**config.mk**
```make
export PLATFORM = sky130hd
export DESIGN_NAME = positional_insert_delete_list
export DESIGN_NICKNAME = d
export VERILOG_FILES = /design/src/design/pidl_pkg.sv /design/src/design/pidl_ctrl.sv /design/src/design/pidl_datapath.sv /design/src/design/positional_insert_delete_list.sv
export SDC_FILE = /design/constraint.sdc
export NUM_CORES = 2
export LEC_CHECK = 0
export ABC_AREA = 1
export BUFFER_PORTS_ARGS = -buffer_cell sky130_fd_sc_hd__buf_2
export CAP_MARGIN = 20
export CORE_UTILIZATION = 30
export CTS_BUF_LIST = sky130_fd_sc_hd__clkbuf_4
export DETAILED_ROUTE_END_ITERATION = 6
export GPL_ROUTABILITY_DRIVEN = 0
export SLEW_MARGIN = 0
export SYNTH_ARGS = -nofsm -noshare
export SYNTH_HDL_FRONTEND = slang
export SYNTH_SLANG_ARGS = --single-unit
```
**constraint.sdc**
```tcl
create_clock -name clk -period 6 [get_ports clk]
set_clock_uncertainty 0.15 [all_clocks]
set_input_delay 0.6 -clock clk [delete_from_list [all_inputs] [get_ports clk]]
set_output_delay 0.6 -clock clk [all_outputs]
set_load 0.03 [all_outputs]
```
**src/design/pidl_pkg.sv**
```systemverilog
// Shared types, sizes and codes for the positional insert/delete list.
package pidl_pkg;

  localparam int CAPACITY = 32;
  localparam int VAL_W = 32;
  localparam int POS_W = 6;
  localparam int COUNT_W = 6;
  localparam int STATUS_W = 3;
  localparam int OP_W = 2;
  localparam int CNT_W = $clog2(CAPACITY + 1);
  localparam int IDX_W = (CAPACITY > 1) ? $clog2(CAPACITY) : 1;
  localparam int CMP_W = ((POS_W > CNT_W) ? POS_W : CNT_W) + 1;

  localparam logic [OP_W-1:0] OP_INSERT = 2'd0;
  localparam logic [OP_W-1:0] OP_DELETE = 2'd1;
  localparam logic [OP_W-1:0] OP_TRAVERSE = 2'd2;

  localparam logic [STATUS_W-1:0] ST_OK = 3'd0;
  localparam logic [STATUS_W-1:0] ST_OVERFLOW = 3'd1;
  localparam logic [STATUS_W-1:0] ST_UNDERFLOW = 3'd2;
  localparam logic [STATUS_W-1:0] ST_BADPOS = 3'd3;
  localparam logic [STATUS_W-1:0] ST_EMPTY = 3'd4;

  typedef struct packed {
    logic start;
    logic emit;
  } pidl_cmd_t;

  typedef struct packed {
    logic out_free;
    logic trav_more;
    logic trav_last;
  } pidl_stat_t;

endpackage

```
**src/design/pidl_ctrl.sv**
```systemverilog
// Controller state machine that sequences word acceptance and traversal.
module pidl_ctrl (
  input  logic                 clk,
  input  logic                 rst,
  input  logic                 in_valid,
  output logic                 in_ready,
  input  pidl_pkg::pidl_stat_t stat,
  output pidl_pkg::pidl_cmd_t  cmd
);

  typedef enum logic [1:0] {
    S_IDLE = 2'b01,
    S_TRAV = 2'b10
  } state_t;

  state_t state;
  state_t state_next;

  always_comb begin
    in_ready = 1'b0;
    cmd.start = 1'b0;
    cmd.emit = 1'b0;
    state_next = state;
    unique case (state)
      S_IDLE: begin
        in_ready = stat.out_free;
        cmd.start = in_valid && stat.out_free;
        if (cmd.start && stat.trav_more) begin
          state_next = S_TRAV;
        end
      end
      S_TRAV: begin
        cmd.emit = stat.out_free;
        if (cmd.emit && stat.trav_last) begin
          state_next = S_IDLE;
        end
      end
      default: begin
        state_next = S_IDLE;
      end
    endcase
  end

  always_ff @(posedge clk) begin
    if (rst) begin
      state <= S_IDLE;
    end else begin
      state <= state_next;
    end
  end

endmodule

```
**src/design/pidl_datapath.sv**
```systemverilog
// Datapath with the shifting entry row, entry count, traversal index and result register.
module pidl_datapath (
  input  logic                                 clk,
  input  logic                                 rst,
  input  pidl_pkg::pidl_cmd_t                  cmd,
  output pidl_pkg::pidl_stat_t                 stat,
  input  logic [pidl_pkg::OP_W-1:0]            op,
  input  logic [pidl_pkg::POS_W-1:0]           position,
  input  logic signed [pidl_pkg::VAL_W-1:0]    value,
  output logic                                 out_valid,
  input  logic                                 out_ready,
  output logic signed [pidl_pkg::VAL_W-1:0]    value_res,
  output logic                                 last,
  output logic [pidl_pkg::STATUS_W-1:0]        status,
  output logic [pidl_pkg::COUNT_W-1:0]         count
);

  logic signed [pidl_pkg::VAL_W-1:0] entries [pidl_pkg::CAPACITY];
  logic [pidl_pkg::CNT_W-1:0] entry_count;
  logic [pidl_pkg::CNT_W-1:0] entry_count_next;
  logic [pidl_pkg::CNT_W-1:0] idx;
  logic [pidl_pkg::CMP_W-1:0] pos_ext;
  logic [pidl_pkg::CMP_W-1:0] cnt_ext;
  logic [pidl_pkg::STATUS_W-1:0] start_status;
  logic do_ins;
  logic do_del;
  logic trav_ok;

  assign pos_ext = pidl_pkg::CMP_W'(position);
  assign cnt_ext = pidl_pkg::CMP_W'(entry_count);

  always_comb begin
    do_ins = 1'b0;
    do_del = 1'b0;
    trav_ok = 1'b0;
    start_status = pidl_pkg::ST_OK;
    entry_count_next = entry_count;
    case (op)
      pidl_pkg::OP_INSERT: begin
        if (cnt_ext >= pidl_pkg::CMP_W'(pidl_pkg::CAPACITY)) begin
          start_status = pidl_pkg::ST_OVERFLOW;
        end else if (pos_ext > cnt_ext) begin
          start_status = pidl_pkg::ST_BADPOS;
        end else begin
          do_ins = 1'b1;
          entry_count_next = entry_count + pidl_pkg::CNT_W'(1);
        end
      end
      pidl_pkg::OP_DELETE: begin
        if (entry_count == '0) begin
          start_status = pidl_pkg::ST_UNDERFLOW;
        end else if (pos_ext >= cnt_ext) begin
          start_status = pidl_pkg::ST_BADPOS;
        end else begin
          do_del = 1'b1;
          entry_count_next = entry_count - pidl_pkg::CNT_W'(1);
        end
      end
      pidl_pkg::OP_TRAVERSE: begin
        if (entry_count == '0) begin
          start_status = pidl_pkg::ST_EMPTY;
        end else begin
          trav_ok = 1'b1;
        end
      end
      default: begin
        start_status = pidl_pkg::ST_BADPOS;
      end
    endcase
  end

  assign stat.out_free = !out_valid || out_ready;
  assign stat.trav_more = (op == pidl_pkg::OP_TRAVERSE) && (entry_count > pidl_pkg::CNT_W'(1));
  assign stat.trav_last = (pidl_pkg::CNT_W'(idx + pidl_pkg::CNT_W'(1)) == entry_count);

  always_ff @(posedge clk) begin
    for (int i = 0; i < pidl_pkg::CAPACITY; i++) begin
      if (cmd.start && do_ins) begin
        if (pidl_pkg::CMP_W'(i) == pos_ext) begin
          entries[i] <= value;
        end else if (pidl_pkg::CMP_W'(i) > pos_ext && i > 0) begin
          entries[i] <= entries[(i > 0) ? i - 1 : 0];
        end
      end else if (cmd.start && do_del) begin
        if (pidl_pkg::CMP_W'(i) >= pos_ext && i < pidl_pkg::CAPACITY - 1) begin
          entries[i] <= entries[(i < pidl_pkg::CAPACITY - 1) ? i + 1 : i];
        end
      end
    end
  end

  always_ff @(posedge clk) begin
    if (cmd.start) begin
      last <= trav_ok ? (entry_count == pidl_pkg::CNT_W'(1)) : 1'b1;
      value_res <= trav_ok ? entries[0] : '0;
      status <= start_status;
      count <= pidl_pkg::COUNT_W'(entry_count_next);
    end else if (cmd.emit) begin
      last <= stat.trav_last;
      value_res <= entries[idx[pidl_pkg::IDX_W-1:0]];
      status <= pidl_pkg::ST_OK;
      count <= pidl_pkg::COUNT_W'(entry_count);
    end
  end

  always_ff @(posedge clk) begin
    if (rst) begin
      out_valid <= 1'b0;
      entry_count <= '0;
      idx <= '0;
    end else begin
      if (cmd.start || cmd.emit) begin
        out_valid <= 1'b1;
      end else if (out_ready) begin
        out_valid <= 1'b0;
      end
      if (cmd.start) begin
        entry_count <= entry_count_next;
        idx <= pidl_pkg::CNT_W'(1);
      end else if (cmd.emit) begin
        idx <= idx + pidl_pkg::CNT_W'(1);
      end
    end
  end

endmodule

```
**src/design/positional_insert_delete_list.sv**
```systemverilog
// Top level of the positional insert/delete list of signed 32-bit words.
//
//   Channel  Handshake            Words carried
//   input    in_valid/in_ready    op, position, value
//   output   out_valid/out_ready  value_res, last, status, count
//
// Insert, delete and error requests each give one word.
// A traverse gives one word per stored entry, one per cycle while the output is free, read from the register row.
// Input is held off while a traverse is still emitting entries.
// A finished word that waits in the output register holds off the next request until taken.
// Reset clears the count and the handshake state; entries stay unknown until written.
module positional_insert_delete_list (
  input  logic                                 clk,
  input  logic                                 rst,
  input  logic                                 in_valid,
  output logic                                 in_ready,
  input  logic [pidl_pkg::OP_W-1:0]            op,
  input  logic [pidl_pkg::POS_W-1:0]           position,
  input  logic signed [pidl_pkg::VAL_W-1:0]    value,
  output logic                                 out_valid,
  input  logic                                 out_ready,
  output logic signed [pidl_pkg::VAL_W-1:0]    value_res,
  output logic                                 last,
  output logic [pidl_pkg::STATUS_W-1:0]        status,
  output logic [pidl_pkg::COUNT_W-1:0]         count
);

  pidl_pkg::pidl_cmd_t cmd;
  pidl_pkg::pidl_stat_t stat;

  pidl_ctrl u_ctrl (
    .clk      (clk),
    .rst      (rst),
    .in_valid (in_valid),
    .in_ready (in_ready),
    .stat     (stat),
    .cmd      (cmd)
  );

  pidl_datapath u_datapath (
    .clk       (clk),
    .rst       (rst),
    .cmd       (cmd),
    .stat      (stat),
    .op        (op),
    .position  (position),
    .value     (value),
    .out_valid (out_valid),
    .out_ready (out_ready),
    .value_res (value_res),
    .last      (last),
    .status    (status),
    .count     (count)
  );

endmodule
```
Word level (Yosys, flattened, before mapping)
Memory sizes are Yosys's and may differ from the RTL's. Cells that the tools add are included.

Add/sub/neg operators: 3. Magnitude comparators: 66. Equality and inequality tests: 39. Muxes and demuxes: 445. Bitwise operators: 62. Reduce and logical (&&, ||, !) cells: 16.

Operator list (count): 32-bit 2-to-1 mux (65); 1-bit 2-to-1 mux (362); 5-bit by 6-bit equality test with 1-bit output, first input constant (16); 5-bit by 6-bit > comparator with 1-bit output, first input constant (16); 5-bit by 6-bit greater-or-equal comparator with 1-bit output, first input constant (15); 1-bit OR (62); 4-bit by 6-bit equality test with 1-bit output, first input constant (8); 4-bit by 6-bit greater-or-equal comparator with 1-bit output, first input constant (8); 4-bit by 6-bit > comparator with 1-bit output, first input constant (8); 6-bit 2-to-1 mux (6); 3-bit by 6-bit equality test with 1-bit output, first input constant (4); 3-bit by 6-bit greater-or-equal comparator with 1-bit output, first input constant (4); 3-bit by 6-bit > comparator with 1-bit output, first input constant (4); 6-bit by 1-bit adder with 6-bit output, second input constant (2); 2-bit by 6-bit equality test with 1-bit output, first input constant (2); 1-bit by 6-bit greater-or-equal comparator with 1-bit output, first input constant (2); 2-bit by 6-bit greater-or-equal comparator with 1-bit output, first input constant (2); 2-bit by 6-bit > comparator with 1-bit output, first input constant (2); 2-bit 2-to-1 mux (6); 6-bit one-hot mux with 2 select lines (1); 3-bit 2-to-1 mux (3); 3-bit one-hot mux with 3 select lines (1); 7-bit logical NOT (1); 1-bit by 6-bit equality test with 1-bit output, first input constant (1); 20 further kinds (30).

Register bits: 57. RAM bits: 1024. Input bits: 44. Output and inout port bits: 44. Word-level logic and storage cells: 641. Memories: 1.

Memories: u_datapath.entries (depth 32, width 32, rd ports 33, clocked after memory_dff 0, wr ports 32, line pidl_datapath.sv:18) `logic signed [pidl_pkg::VAL_W-1:0] entries [pidl_pkg::CAPACITY];`.

Logic depth before layout (Yosys ltp)
Word-level depth: 9. Gate-level depth with buffers: 17. Depth with buffers taken out: 16.

Cells and area by module
Synthesis repeated with hierarchy kept, for this count alone.

Cell total of the unflattened synthesis: 7925. Area total of the unflattened synthesis: 64907.3 sq um.

By module, submodules not included: pidl_datapath (times used 1, cells an instance 7905, area an instance 64785.9 sq um, sequential area each 32271.0 sq um); pidl_ctrl (times used 1, cells an instance 20, area an instance 121.4 sq um, sequential area each 40.0 sq um).

Worst setup path after synthesis
Ideal clock, no wire load.

Kind: input-to-reg. Start point: in out_ready. End point: mem u_datapath.entries[0][0] (netlist name), enable pin. Arrival: 5.269 ns. Path slack: 0.160 ns. Stages on the path: 12. Path buffers: 0. Cell sequence: nor2_1 > nor3_2 > nand2_1 > inv_2 > nand3_2 > nor2_1 > inv_1 > nand2_1 > nand2_1 > inv_1 > nand2_1 > nor2_1.

RTL lines: start, declared (line positional_insert_delete_list.sv:21) `input logic out_ready,`; end, declared (line pidl_datapath.sv:18).

==> impl_metrics.yaml <==
floorplanning:
  core_um2: 215500
  boundaryPins: 88
  rows: 170
  fp.dieH_um: 468.6
  initial_core_util_pct: 30.31
  die_w_um: 468.6
  die-area_um2: 219600
timing:
  timing.final.crit_share_pct: 72.92
  relSlewSlack_pct: 14.37
  hold_viol: 0
  tns_ns: 0
  maxSlewViolCount: 0
  rsz0062_at_grt: "false"
  fmax_mhz: 228.6
  worst_pin_slew_ns: 1.271
  period_minus_slack_ns: 4.375
  setup_viol: 0
run:
  cap_violations: 0
power_and_ir_drop:
  vdd_drop_max_uv: 200.1
  total_power_mw: 17.30
  p_switching_mw: 4.836
  p_clk_share_pct: 40.8
  seq_power_share_pct: 49.0
  p_comb_share_pct: 10.2
  leakage_nw: 29.27
  swShare_pct: 27.95
  p_int_mw: 12.47
  powerDensity_nw_per_um2: 239.2
final_layout:
  nets: 8193
  utilization_pct: 33.57
  final_layout_size_suffix_gt1_share_pct: 10.44
  mostFrequentLayoutCell: "nand2_1"
  stdcell_area_um2: 72340
  synthToLayoutAreaGrowth_pct: 10.76
  final_cell_mix: "nand2_1, o21ai_0, edfxtp_1"
detailed_routing:
  num_vias: 64320
  drt-vias-per-instance: 5.750
  wl_per_cell_um: 24.92
  drcViolationCount: 1
  dr.pass1.iters: 7
  detail-route-antenna-nets: 0
  drt_iter0_drc: 10820
  drt-total-wl_um: 278700
synth:
  synthesis.area_um2: 65310
  netlist_instances: 8228
  syn_area_per_cell_um2: 7.938
  ys_warn_count: 0
  synth_nets: 8282
  ys_seq_elements: 1081
  synth_cell_types: 30
  seq_area_frac_synth_pct: 49.47
grt:
  antenna_found_initial: 22
  grt_pass1_vias: 57950
  track_usage_pct: 24.52
  grt_pass1_wl_um: 399600
  grt_max_degree: 132
  grt_overflow_total: 0
clock_network:
  cts_htree_levels: 5
  ctsLongestPathBuffers: 4
  cts_tree: "built"
  clk_latency_ns: 1.42
  cts_sinks: 1081
  numCtsBuffers: 323
  path_clk_slew_ns: 0.07
  post_cts_buffers: 0
  cts_root_buffer: "clkbuf_4"
placed_design:
  port_buffers: 87
  place_area_um2: 67920
  hpwlAfterDp_um: 183700
setup_path:
  cp_data_required_time_ns: 6.86
  end_kind: "register"
  crit_fanout: 100
  cp.arrival_ns: 5.23
  crit_start: "u_datapath.entry_count[3]$_SDFFE_PP0P_"
  critical_path_class: "register to register"
  rr_startpoint: "u_datapath.entry_count[3]$_SDFFE_PP0P_"
  cp-start-kind: "register"
status:
  status: "finished, violations left"
  violations: "DRC"
min_path:
  hold_start: "op[1]"
  hold_path_class: "input port to register"
flip-flops by register name (all words and copies together), names as in the netlist:
name,count
u_datapath.entries,1024
u_datapath.value_res,32
u_datapath.count,6
u_datapath.entry_count,6
u_datapath.idx,6
u_datapath.status,3
u_ctrl.state,2
u_datapath.last,1
u_datapath.out_valid,1
path summary, 6_finish.rpt:
kind	to	slack, ns	cells after the start
worst max-delay path	u_datapath.entries[14][25]$_DFFE_PP_	1.62	14
worst min-delay path	u_datapath.status[0]$_SDFFCE_PN0P_	0.09	4
worst max register to register	u_datapath.entries[14][25]$_DFFE_PP_	1.62	14
worst min register to register	u_datapath.entries[1][5]$_DFFE_PP_	0.41	2
cell usage after synthesis:
master / number / area [µm²]
xor2_1: 7 / 61.31
buf_6: 22 / 247.7
nand3_1: 586 / 2933
buf_4: 17 / 127.6
nor2_4: 3 / 33.78
inv_2: 10 / 37.54
nand2_2: 27 / 168.9
or2_2: 2 / 12.51
inv_1: 674 / 2530
ha_1: 10 / 125.1
nor2_2: 5 / 31.28
clkbuf_1: 459 / 1723
a31oi_1: 198 / 1239
nor3_2: 3 / 30.03
buf_2: 170 / 850.8
edfxtp_1: 1066 / 32010
o21ai_0: 1643 / 8223
nand3_2: 1 / 10.01
buf_1: 93 / 349.1
clkinv_1: 11 / 41.29
nand4_1: 6 / 37.54
a21oi_1: 553 / 2768
nor3_1: 4 / 20.02
o211ai_1: 350 / 2628
o21ai_1: 66 / 330.3
nor2_1: 521 / 1956
dfxtp_1: 15 / 300.3
o22ai_1: 6 / 37.54
o221ai_1: 14 / 122.6
nand2_1: 1686 / 6329
power groups by stage:
stage / combinational (mW) / sequential (mW) / clock, mW
3_3_place_gp: 1.63 / 8.63 / 0
3_5_place_dp: 1.67 / 8.64 / 0
4_1_cts: 1.70 / 8.47 / 7.09
6_report: 1.77 / 8.47 / 7.06
2_1_floorplan: 1.02 / 8.66 / 0
5_1_grt: 1.90 / 8.48 / 7.46
per-layer routing:
layer	up-vias	track usage (%)	part of all wire, %
met3	706	9.377	16
li1	28610	-	-
met5	-	0	0.059
met1	30060	32.77	38
met2	4920	33.79	40
met4	22	13.12	5.6
stage by stage:
stage,hold slack (ns),setup slack [ns],cells
after floorplan,0.3416,0.1601,8228
final,0.09417,1.625,11190
after detailed placement,0.3800,1.633,10590
after global routing,0.07966,1.425,11180
after CTS,0.004684,1.785,11160
after global placement,0.3833,1.646,10590
repair_timing:
| item | 4_1_cts | 5_1_grt |
|---|---|---|
| hold endpoints to repair | 841 | 0 |
| hold buffers | 54 | 0 |
| setup endpoints to repair | 0 | 0 |
| resized for setup | 0 | 0 |
layout make-up:
class | count | area (µm²)
Antenna cell | 16 | 40.04
Inverter | 695 | 2635
Fill cell | 22580 | 143100
Tap cell | 2838 | 3551
Clock buffer | 461 | 3461
Multi-Input combinational cell | 5691 | 27300
Timing Repair Buffer | 347 | 2768
Sequential cell | 1081 | 32320
Clock inverter | 56 | 265.3
cells by family (layout without fill, tap and decap cells):
family          after synthesis  count (layout)  synth area share [%]
compound gates             2830            2830                 23.50
other cells                   0              16                     0
xor+xnor                      7               7               0.09387
simple gates               2844            2844                 17.70
flops                      1081            1081                 49.47
buf+inv                    1456            1559                 9.044
fa+ha+maj                    10              10                0.1916
worst max-delay path, cell delays in order (launching register included):
cell     delay, ns
dfxtp_1       0.51
inv_1         0.18
ha_1          0.33
nand2_1       0.09
nand2_1       0.09
nand2_1       0.08
nand3_1       0.17
inv_1         0.09
nand2_1       0.13
nor3_4        0.32
buf_12        0.47
nand2_2       0.32
buf_4         0.34
nand2_1       0.09
buf_4         0.45
Note: power is estimated with default switching activity, not from simulation.
